File: config.mk
export PLATFORM = sky130hd
export DESIGN_NAME = amq_cell
export DESIGN_NICKNAME = d
export VERILOG_FILES = /design/src/hw/rtl/amq_pkg.sv /design/src/hw/rtl/amq_cell.sv
export SDC_FILE = /design/constraint.sdc
export NUM_CORES = 1
export LEC_CHECK = 0
export BUFFER_PORTS_ARGS = -buffer_cell sky130_fd_sc_hd__buf_2
export CAP_MARGIN = 20
export CORE_ASPECT_RATIO = 0.6
export CORE_MARGIN = 2
export CORE_UTILIZATION = 35
export DETAILED_ROUTE_END_ITERATION = 8
export GPL_ROUTABILITY_DRIVEN = 0
export GPL_TIMING_DRIVEN = 0
export PLACE_DENSITY = 0.78
export SLEW_MARGIN = 20
export SYNTH_ARGS = -nofsm -noshare
export SYNTH_HDL_FRONTEND = slang
export SYNTH_SLANG_ARGS = --single-unit
File: constraint.sdc
create_clock -name clk -period 15.9 [get_ports clk]
set_clock_uncertainty 0.15 [all_clocks]
set_input_delay 0.795 -clock clk [delete_from_list [all_inputs] [get_ports clk]]
set_output_delay 0.795 -clock clk [all_outputs]
set_load 0.01 [all_outputs]
File: src/hw/rtl/amq_pkg.sv
// Shared types and codes for the addressable min priority queue.
// Used by amq_cell and addressable_min_priority_queue; depends on nothing.
package amq_pkg;

  localparam int KEY_W  = 32;
  localparam int PRIO_W = 32;
  localparam int FUNC_W = 2;
  localparam int STAT_W = 2;
  localparam int OCC_W  = 7;

  // Request kinds
  localparam logic [FUNC_W-1:0] FUNC_INSERT   = 2'd0;
  localparam logic [FUNC_W-1:0] FUNC_REMOVE   = 2'd1;
  localparam logic [FUNC_W-1:0] FUNC_EXTRACT  = 2'd2;
  localparam logic [FUNC_W-1:0] FUNC_DECREASE = 2'd3;

  // Result status codes
  localparam logic [STAT_W-1:0] STAT_DONE    = 2'd0;
  localparam logic [STAT_W-1:0] STAT_IGNORED = 2'd1;
  localparam logic [STAT_W-1:0] STAT_EMPTY   = 2'd2;
  localparam logic [STAT_W-1:0] STAT_FULL    = 2'd3;

  // Commands broadcast to every cell of the row
  typedef struct packed {
    logic lookup;  // latch key match flag
    logic del;     // close the gap left by the removed entry
    logic ins;     // open a gap and place the new entry
  } cell_ctl_t;

endpackage

File: src/hw/rtl/amq_cell.sv
// One slot of the sorted entry row: key, priority, valid and match flag.
// Depends on amq_pkg; instantiated in a row by addressable_min_priority_queue.
module amq_cell (
  input  logic                                 clk,
  input  logic                                 rst,
  input  amq_pkg::cell_ctl_t                   ctl,
  input  logic [amq_pkg::KEY_W-1:0]            find_key,
  input  logic signed [amq_pkg::PRIO_W-1:0]    new_prio,
  input  logic [amq_pkg::KEY_W-1:0]            left_key,
  input  logic signed [amq_pkg::PRIO_W-1:0]    left_prio,
  input  logic                                 left_valid,
  input  logic                                 left_place,
  input  logic [amq_pkg::KEY_W-1:0]            right_key,
  input  logic signed [amq_pkg::PRIO_W-1:0]    right_prio,
  input  logic                                 right_valid,
  input  logic                                 gone_in,
  input  logic signed [amq_pkg::PRIO_W-1:0]    pick_in,
  output logic [amq_pkg::KEY_W-1:0]            key,
  output logic signed [amq_pkg::PRIO_W-1:0]    prio,
  output logic                                 valid,
  output logic                                 place,
  output logic                                 gone_out,
  output logic signed [amq_pkg::PRIO_W-1:0]    pick_out
);

  logic hit;

  // New entry belongs here: free slot, or strictly lower than what sits here
  assign place    = !valid || (new_prio < prio);
  // Removed entry is in this slot or an earlier one
  assign gone_out = gone_in | hit;
  // Forward the matched entry's priority down the row
  assign pick_out = pick_in | (hit ? prio : '0);

  // Control state: valid and match flag
  always_ff @(posedge clk) begin
    if (rst) begin
      valid <= 1'b0;
      hit   <= 1'b0;
    end else begin
      if (ctl.lookup) begin
        hit <= valid && (key == find_key);
      end
      if (ctl.del && gone_out) begin
        valid <= right_valid;
      end else if (ctl.ins) begin
        if (left_place) begin
          valid <= left_valid;
        end else if (place) begin
          valid <= 1'b1;
        end
      end
    end
  end

  // Payload: shift left on delete, shift right behind the insert point
  always_ff @(posedge clk) begin
    if (ctl.del && gone_out) begin
      key  <= right_key;
      prio <= right_prio;
    end else if (ctl.ins) begin
      if (left_place) begin
        key  <= left_key;
        prio <= left_prio;
      end else if (place) begin
        key  <= find_key;
        prio <= new_prio;
      end
    end
  end

endmodule

==> impl_metrics.py, run 1 <==
metrics = {
    "timing": {
        "setup_ws_ns": 12.33,
        "fmax_mhz": 280.1,
        "setup_viol_count_final": 0,
        "slew_headroom_pct": 42.82,
        "fin_crit_ns": 3.570,
        "rsz0062_at_grt": "no",
        "worst_slew_pin_slew_ns": 0.8577,
        "period_share_pct": 22.45,
        "hold_violations": 0,
        "tns_ns": 0,
        "slew_violations": 0,
        "holdWs_ns": 0.4877,
    },
    "job": {
        "cap_violations": 0,
    },
    "worst_setup_path": {
        "path_cells": "buf_2 > ha_1 > nand2_1 > nor4_1 > o311ai_0 > nand4_1 > nand3b_1 > buf_2",
        "crit_family": "simple AND/OR/NAND/NOR gates",
        "crit_path_frequent_cell": "buf_2",
        "crit_fanout": 3,
        "start_kind": "primary input",
        "cp_data_required_time_ns": 14.96,
        "cp_data_arrival_time_ns": 2.63,
        "cpMaxStageDelayCell": "nor4_1",
        "rrSetupSlack_ns": 12.97,
        "endpoint_kind": "primary output",
        "cp_num_buf_inv": 2,
        "crit_type": "in2out",
        "max_stage_delay_ns": 0.47,
    },
    "yosys": {
        "async_flop_share_pct": 0,
        "synth_top_flop_cell": "edfxtp_1",
        "synthesis.nets": 756,
        "yosys_warnings": 0,
        "syn_avg_cell_area_um2": 9.648,
        "synthCells": 492,
        "synth_edf_count": 64,
        "syn_area_um2": 4747,
        "ys_seq_area_share_pct": 41.33,
        "ys_ff_latch": 66,
        "synthDistinctLibCells": 32,
    },
    "die": {
        "rows": 32,
        "die_h_um": 94.21,
        "die_width_um": 154.4,
        "core_area_um2": 13050,
        "initial_utilization_pct": 36.37,
        "dieArea_um2": 14540,
        "ioPinCount": 332,
    },
    "route": {
        "viasPerCell": 4.987,
        "drt_pre_antenna_iters": 5,
        "wl_um": 17890,
        "vias": 5042,
        "drc_errors": 0,
        "postRouteAntennaNets": 0,
        "drtIter0Drc": 342,
        "post_drt_wl_per_cell_um": 17.69,
    },
    "placement": {
        "numPortBuffers": 330,
        "place_ws_ns": 12.42,
        "postPlaceCellArea_um2": 6709,
        "dpl.hpwl_um": 14700,
    },
    "final_layout": {
        "fillers": 1262,
        "drive_gt1_share_pct": 43.40,
        "area_growth_pct": 48.52,
        "antenna_cells": 0,
        "nets": 1100,
        "final_area_um2": 7051,
    },
    "clocking": {
        "cts_buffer_depth": 2,
        "tritoncts.num_buffers": 9,
        "h-tree-depth": 3,
        "cts.sinks": 66,
        "clock_latency_ns": 0.33,
        "hold_buffers": 0,
        "cts_tree": "built",
        "cts.reportedPaths.clkPinSlew_ns": 0.06,
        "cts_setup_buffers": 0,
        "cts_resized": 0,
        "cts-root-buf": "clkbuf_16",
    },
    "power_and_ir_drop": {
        "p_leak_nw": 3.670,
        "ir_worst_vdd_v": 0.00006277,
        "power_mw": 0.6209,
        "powerDensity_nw_per_um2": 88.06,
    },
    "global_routing": {
        "grt_max_degree": 23,
        "antenna_found_initial": 0,
        "grt_pass1_vias": 4800,
        "grt-ovfl-total": 0,
        "grt_usage_pct": 23.56,
        "grt_pass1_wl_um": 25960,
    },
    "worst_hold_path": {
        "min_path_type": "reg2reg",
    },
    "outcome": {
        "status": "complete, no violations",
    },
}
## metrics by stage
step                utilization [%]  std cells
CTS                           54.02       1011
global placement              50.65        992
floorplan                         -        492
detailed placement            51.40        995
finish                        54.02       1011
global route                  54.02       1011
## sequential cells by signal, indices dropped and copies added, names as in the netlist
register / count
hit: 1
key: 32
prio: 32
valid: 1
## cells in the final DEF (no fill, tap or decap), types with 2 or more instances in the layout
cell type	Yosys	final
clkbuf_1	12	12
clkbuf_16	0	9
o211ai_1	2	2
a22oi_1	2	2
buf_16	0	3
buf_2	12	342
buf_6	2	2
nand4_1	3	3
nor3_1	3	3
inv_1	34	34
o21ai_0	75	75
mux2i_1	64	64
ha_1	31	31
nor2_1	7	7
a21o_1	32	32
nand2_1	78	78
a21oi_1	17	17
nand3_1	2	2
xnor2_1	5	5
dfxtp_1	2	2
nor4_1	7	7
xor2_1	27	27
edfxtp_1	64	64
bufinv_16	0	3
## report_power, final
group	internal [mW]	leakage [nW]	switching, mW	total, mW
sequential	0.216	0.659	0.0147	0.231
combinational	0.0735	2.84	0.0865	0.160
clock	0.153	0.167	0.0772	0.230
## worst paths after layout
kind,from,end,cells after the start
max,new_prio[15],place,8
min,valid,hit,3
max reg2reg,prio[27],key[12],8
min reg2reg,valid,hit,3
## synth_stat cells, drive strengths merged (3+ instances only)
cell type | n | area, µm²
nand4 | 3 | 18.77
nand2 | 78 | 292.8
xnor2 | 5 | 43.79
mux2i | 64 | 640.6
ha | 31 | 387.9
o21ai | 75 | 375.4
nor3 | 3 | 15.01
nor2 | 7 | 26.28
a21oi | 17 | 85.08
clkbuf | 12 | 45.04
edfxtp | 64 | 1922
a21o | 32 | 240.2
nor4 | 7 | 43.79
buf | 14 | 82.58
inv | 34 | 127.6
xor2 | 27 | 236.5
## layout make-up
cell class	instances	area, µm²	share of cell area, %
Buffer	26	127.6	1.810
Clock buffer	9	225.2	3.194
Clock inverter	7	116.4	1.650
Inverter	34	127.6	1.810
Multi-Input combinational cell	366	2545	36.10
Sequential cell	66	1962	27.83
Tap cell	170	212.7	3.017
Timing Repair Buffer	333	1734	24.60
## kinds of logic (layout without fill, tap and decap cells)
logic type / count (synthesis) / count (layout) / synth area share [%]
DFF: 66 / 66 / 41.33
and+or+nand+nor: 107 / 107 / 9.674
buffers and inverters: 60 / 409 / 5.377
adders and majority gates: 31 / 31 / 8.171
muxes: 64 / 64 / 13.49
xor gates and xnor gates: 32 / 32 / 5.904
AOI/OAI and AO/OA: 132 / 132 / 16.05
## worst reg2reg max path, delay by kind of cell, from the launching register on
family                     cells  cell delay [ns]
AOI/OAI and AO/OA              5             1.50
DFF                            1             0.42
adders and majority gates      1             0.23
buffers and inverters          2             0.31
## layer usage
layer | track usage, % | routed length (µm) | up-vias
li1 | - | - | 2458
met1 | 32.70 | 8303 | 2358
met2 | 38.60 | 8233 | 210
met3 | 4.751 | 1185 | 16
met4 | 4.321 | 165 | 0
met5 | 0 | 0 | -
No activity file was read; power rests on OpenSTA's default activity.
==> inputs of run 2 (changes only) <==
- PLACE_DENSITY: 0.78 -> 0.81
- clock period: 15.9 -> 3 ns (I/O delays scaled with it)
==> run 2 against run 1 <==
  * Combinational power rose to 5.8 times the previous value
  * First-iteration DRC count rose by 5.3%
  * Sequential share of layout area down 2.6 points
  * Worst setup slack worse by 12 ns
  * Sequential power rose to 5.3 times the previous value
  * Clock power grew to 5.7 times the previous value
  * Utilization increased by 5.5 points
  * Non-clock buffer count up 69
  * Routed wire length increased by 6.4%
  * Cell area up 10%
  * Register-to-register slack got worse by 13 ns
  * Critical endpoint is now hit
==> impl_metrics.py, run 2 (synthesis gave the netlist of run 1 again) <==
metrics = {
    "placement": {
        "numPortBuffers": 330,
        "dp_cells": 995,
        "dpl.hpwl_um": 14570,
        "place_ws_ns": -0.1946,
    },
    "power_and_ir_drop": {
        "powerDensity_nw_per_um2": 444.9,
        "p_leak_nw": 3.973,
        "power.switching_mw": 0.9673,
        "p_int_mw": 2.491,
        "switching_share_pct": 27.97,
        "ir_worst_vdd_v": 0.0002194,
        "power_frac_seq_pct": 35.2,
        "clockPowerShare_pct": 37.8,
        "pwr-share-comb_pct": 27.0,
    },
    "route": {
        "drtIter0Drc": 360,
        "drc_errors": 0,
        "post_drt_wl_per_cell_um": 17.62,
        "postRouteAntennaNets": 0,
        "vias": 5499,
        "wl_um": 19030,
        "viasPerCell": 5.092,
        "drt_pre_antenna_iters": 5,
    },
    "final_layout": {
        "utilization_pct": 59.56,
        "area_growth_pct": 63.76,
        "instances_no_fill": 1080,
        "final_cell_mix": "buf_2, nand2_1, o21ai_0",
        "reg_top3": "key x32, prio x32",
        "final_common_cell": "buf_2",
        "drive_gt1_share_pct": 40.55,
        "nets": 1169,
        "antenna_cells": 0,
    },
    "timing": {
        "fin_crit_ns": 2.867,
        "hold_violations": 0,
        "setup_ws_ns": 0.1334,
        "setup_viol_count_final": 0,
        "worst_slew_pin_slew_ns": 0.9140,
        "slew_headroom_pct": 38.51,
        "rsz0062_at_grt": "no",
        "period_share_pct": 95.55,
        "tns_ns": 0,
        "fmax_mhz": 348.9,
        "slew_violations": 0,
    },
    "global_routing": {
        "grt-ovfl-total": 0,
        "antenna_found_initial": 1,
        "grt_pass1_vias": 5222,
        "grt_usage_pct": 25.02,
        "grt_pass1_wl_um": 27640,
        "grt_max_degree": 23,
    },
    "outcome": {
        "status": "complete, no violations",
    },
    "die": {
        "initial_utilization_pct": 36.37,
        "ioPinCount": 332,
        "die_width_um": 154.4,
        "die_h_um": 94.21,
        "rows": 32,
        "dieArea_um2": 14540,
        "core_area_um2": 13050,
    },
    "worst_hold_path": {
        "min_path_type": "in2reg",
        "holdPathStages": 3,
        "hold_end": "valid",
        "hp-start": "left_valid",
    },
    "worst_setup_path": {
        "cp_data_arrival_time_ns": 2.98,
        "r2r-start": "key[10]",
        "r2r_end": "hit",
        "endpoint_kind": "register",
        "crit_fanout": 2,
        "cp_data_required_time_ns": 3.12,
        "start_kind": "register",
        "rrSetupSlack_ns": 0.13,
        "r2r_cells": 6,
        "crit_type": "reg2reg",
    },
    "clocking": {
        "cts.reportedPaths.clkPinSlew_ns": 0.06,
        "cts-root-buf": "clkbuf_16",
        "cts_buffer_depth": 2,
        "tritoncts.num_buffers": 9,
        "clock_latency_ns": 0.33,
        "cts_tree": "built",
        "cts.sinks": 66,
        "h-tree-depth": 3,
    },
    "job": {
        "cap_violations": 0,
    },
}
run 2: changes by cell type in the layout (fill, tap and decap cells not counted), sizes merged:
cell         before  now
dlygate4sd3       0   67
buf             347  349
inv              35   34
bufinv            3    4
run 2: power by group through the flow:
stage / clock [mW] / combinational, mW / sequential [mW]
detailed placement: 0 / 0.850 / 1.24
global route: 1.36 / 1.02 / 1.23
CTS: 1.33 / 0.925 / 1.22
global placement: 0 / 0.806 / 1.24
floorplan: 0 / 0.364 / 1.27
finish: 1.31 / 0.934 / 1.22
run 2: worst max path at each step:
| stage | slack (ns) | end | cells past startpoint | startpoint |
|---|---|---|---|---|
| after global routing | 0.06 | key[6] | 9 | prio[25] |
| after floorplan | -0.09 | key[0] | 7 | prio[13] |
| after CTS | 0.11 | key[6] | 9 | prio[29] |
| after global placement | -1.12 | prio[26] | 7 | prio[27] |
| after detailed placement | -0.19 | prio[26] | 9 | prio[29] |
| final | 0.13 | hit | 6 | key[10] |
run 2: layout make-up:
cell class	instances	area, µm²
clock buffer	9	225.2
inverter	34	127.6
sequential	66	1962
fill	1177	5279
multi-input combinational	366	2557
timing repair buffer	402	2420
buffer	26	127.6
tap	170	212.7
clock inverter	7	141.4
run 2: metal layers:
| layer | global-route usage, % | part of all wire, % | up-vias |
|---|---|---|---|
| met3 | 4.705 | 7.5 | 30 |
| met1 | 33.13 | 43 | 2590 |
| met4 | 6.096 | 1.5 | 2 |
| met5 | 0 | 0.068 | - |
| li1 | - | - | 2592 |
| met2 | 42.60 | 48 | 285 |
run 2: worst max-delay path, stage by stage, from the launching register on:
cell	delay, ns
edfxtp_1	0.41
xor2_1	0.16
nor4_1	0.80
nand4_1	0.16
or4_1	0.42
a21oi_1	0.14
dlygate4sd3_1	0.55
run 2: stage by stage:
step                      cell area, µm²  power [mW]  hold WS, ns
after CTS                           7774       3.471      0.01955
after detailed placement            6721       2.085       0.2088
after global routing                7774       3.609      0.03495
after global placement              6639       2.043       0.2062
after floorplan                     4775       1.638      0.06907
final                               7774       3.459      0.03167
run 2: what timing repair did:
action,CTS,global route
setup buffers,2,0
pin swaps,1,0
hold buffers,67,0
gates resized for setup,0,1
hold endpoints to repair,66,0
endpoints found under the setup margin,53,40
==> inputs of run 3 (changes only) <==
- ABC_AREA: not set -> 1
- CORE_AREA: not set -> 2 2 129 131
- CORE_ASPECT_RATIO: 0.6 -> not set
- CORE_MARGIN: 2 -> not set
- CORE_UTILIZATION: 35 -> not set
- DIE_AREA: not set -> 0 0 131 133
- PLACE_DENSITY: 0.81 -> 0.72
==> run 3 against run 2 <==
  * Combinational power down 6.2%
  * Global-route usage down 3.7 points
  * Hold slack worse by 0.021 ns
  * Maximum frequency up 4.5%
  * Die area up 20%
  * Via count up 4.2%
  * Largest power group unchanged
==> impl_metrics.py, run 3 <==
metrics = {
    "power_and_ir_drop": {
        "p_leak_nw": 3.703,
        "ir_worst_vdd_v": 0.0003078,
        "pwr-share-comb_pct": 26.2,
        "power_frac_seq_pct": 36.0,
        "power.switching_mw": 1.006,
        "p_int_mw": 2.338,
        "power_mw": 3.344,
        "clockPowerShare_pct": 37.8,
        "powerDensity_nw_per_um2": 460.7,
        "switching_share_pct": 30.08,
    },
    "timing": {
        "hold_violations": 0,
        "rsz0062_at_grt": "no",
        "slew_violations": 0,
        "slew_headroom_pct": 46.79,
        "worst_slew_pin_slew_ns": 0.7981,
        "fin_crit_ns": 2.742,
        "holdWs_ns": 0.01113,
        "setup_viol_count_final": 0,
        "tns_ns": 0,
        "fmax_mhz": 364.7,
        "period_share_pct": 91.40,
    },
    "yosys": {
        "syn_area_um2": 4887,
        "yosysMostFrequentCell": "nand2_1",
        "synth_edf_count": 64,
        "synthDistinctLibCells": 36,
        "yosys_warnings": 0,
        "yosys-top-cells-area": "edfxtp_1, nand2_1, a31oi_1",
        "yosys.area.top_type_share_pct": 39.32,
        "synth_top_cells_by_count": "nand2_1, nor2_1, a31oi_1, edfxtp_1, inv_1",
        "ys_seq_area_share_pct": 40.14,
        "ys_ff_latch": 66,
        "synth_largest_area_cell": "edfxtp_1",
        "synthesis.nets": 892,
        "synth_top_flop_cell": "edfxtp_1",
        "syn_avg_cell_area_um2": 7.782,
        "synthCells": 628,
        "async_flop_share_pct": 0,
    },
    "worst_setup_path": {
        "crit_path_frequent_cell": "nand2_1",
        "crit_fanout": 36,
        "rrSetupSlack_ns": 0.26,
        "path_cells": "inv_1 > ha_1 > a21oi_1 > nor2_1 > nor3_1 > nand2_1 > nand2_1 > nand2_1 > nand2_2 > nand3_1 > nand4_1 > nand2_1 > nand2_8 > buf_12",
        "crit_type": "reg2reg",
        "max_stage_delay_ns": 0.42,
        "r2r_end": "prio[1]",
        "cpMaxStageDelayCell": "edfxtp_1",
        "r2r-start": "prio[5]",
        "start_kind": "register",
        "cp_data_arrival_time_ns": 2.61,
        "r2r_cells": 14,
        "cp_data_required_time_ns": 2.87,
        "endpoint_kind": "register",
    },
    "worst_hold_path": {
        "holdPathStages": 3,
        "hold_end": "prio[5]",
        "min_path_type": "in2reg",
        "hp-start": "right_prio[5]",
    },
    "clocking": {
        "cts-root-buf": "clkbuf_16",
        "cts_buffer_depth": 2,
        "tritoncts.num_buffers": 9,
        "clock_latency_ns": 0.34,
        "h-tree-depth": 3,
        "cts.reportedPaths.clkPinSlew_ns": 0.06,
        "cts_tree": "built",
        "cts.sinks": 66,
    },
    "outcome": {
        "status": "complete, no violations",
    },
    "final_layout": {
        "reg_top3": "key x32, prio x32",
        "final_area_um2": 7259,
        "final_common_cell": "buf_2",
        "drive_gt1_share_pct": 38.19,
        "final_cell_mix": "buf_2, nand2_1, nor2_1",
        "nets": 1241,
        "utilization_pct": 44.89,
        "area_growth_pct": 48.54,
    },
    "die": {
        "core_area_um2": 16170,
        "die_width_um": 131,
        "dieArea_um2": 17420,
        "ioPinCount": 332,
        "rows": 47,
        "die_h_um": 133,
        "initial_utilization_pct": 30.22,
    },
    "global_routing": {
        "grt_max_degree": 37,
        "grt_pass1_wl_um": 28680,
        "grt_pass1_vias": 5696,
        "grt-ovfl-total": 0,
        "antenna_found_initial": 1,
        "grt_usage_pct": 21.28,
    },
    "route": {
        "viasPerCell": 4.764,
        "post_drt_wl_per_cell_um": 15.99,
        "wl_um": 19240,
        "drt_pre_antenna_iters": 4,
        "postRouteAntennaNets": 0,
        "vias": 5731,
        "drtIter0Drc": 335,
        "drc_errors": 0,
    },
    "job": {
        "cap_violations": 0,
    },
    "placement": {
        "postPlaceCellArea_um2": 6847,
        "dpl.hpwl_um": 15420,
        "numPortBuffers": 331,
    },
}
## run 3: cell types whose count changed after synthesis, sizes merged, moves of 29 or more
cell    before  now
nor2         7   82
mux2i       64    0
nand2       78  183
a21o        32    1
inv         34   63
o21bai       0   31
a31oi        1   64
o21ai       75    9
## run 3: power by group through the flow
stage | registers [mW] | logic (mW) | clock network, mW
global placement | 1.22 | 0.852 | 0
CTS | 1.20 | 0.881 | 1.28
floorplan | 1.26 | 0.405 | 0
detailed placement | 1.22 | 0.872 | 0
global route | 1.21 | 0.984 | 1.31
finish | 1.20 | 0.876 | 1.27
## run 3: kinds of logic after synthesis
group / Yosys count / share of synthesized area [%]
flops: 66 / 40.14
xor+xnor: 14 / 2.509
compound gates: 129 / 17.05
simple gates: 294 / 24.27
fa+ha+maj: 31 / 7.936
buf+inv: 94 / 8.090
## run 3: worst max path at each step
| stage | from | to | slack, ns | cells past startpoint |
|---|---|---|---|---|
| 6_report | prio[5] | prio[1] | 0.26 | 14 |
| 2_1_floorplan | prio[21] | key[0] | 0.18 | 11 |
| 3_5_place_dp | prio[5] | key[1] | 0.16 | 14 |
| 3_3_place_gp | prio[29] | key[5] | -0.41 | 11 |
| 5_1_grt | prio[5] | key[31] | 0.002 | 14 |
| 4_1_cts | prio[5] | key[29] | 0.14 | 14 |
## run 3: layout make-up
type / count / area (µm²)
antenna: 1 / 2.502
buffer: 31 / 158.9
clock buffer: 9 / 225.2
clock inverter: 7 / 116.4
fill: 1647 / 8912
inverter: 63 / 236.5
multi-input combinational: 468 / 2546
sequential: 66 / 1962
tap: 220 / 275.3
timing repair buffer: 338 / 1737
## run 3: worst max-delay path: cells and delay by family, from the launching register on
kind | cells | cell delay [ns]
buffers and inverters | 2 | 0.37
adder cells (fa/ha/maj) | 1 | 0.24
AO/OA/AOI/OAI | 1 | 0.16
flip-flops | 1 | 0.42
AND/OR/NAND/NOR | 10 | 1.06
## run 3: per-stage QoR
stage	worst slack, ns	std cells
floorplan	0.1812	628
global placement	-0.4137	1179
detailed placement	0.1591	1180
CTS	0.1400	1202
global route	0.001643	1203
finish	0.2581	1203
## run 3: layer usage
metal / part of all wire, % / GRT usage [%] / vias up
met4: 2.1 / 7.388 / 0
met3: 6.9 / 4.246 / 31
met1: 42 / 25.36 / 2618
met2: 49 / 37.59 / 254
met5: 0 / 0 / -
li1: - / - / 2828
## run 3: repair_timing
item | 4_1_cts | 5_1_grt
setup endpoints to repair | 0 | 36
buffers inserted | 0 | 0
hold buffers | 6 | 0
hold endpoints to repair | 7 | 0
resized for setup | 0 | 1
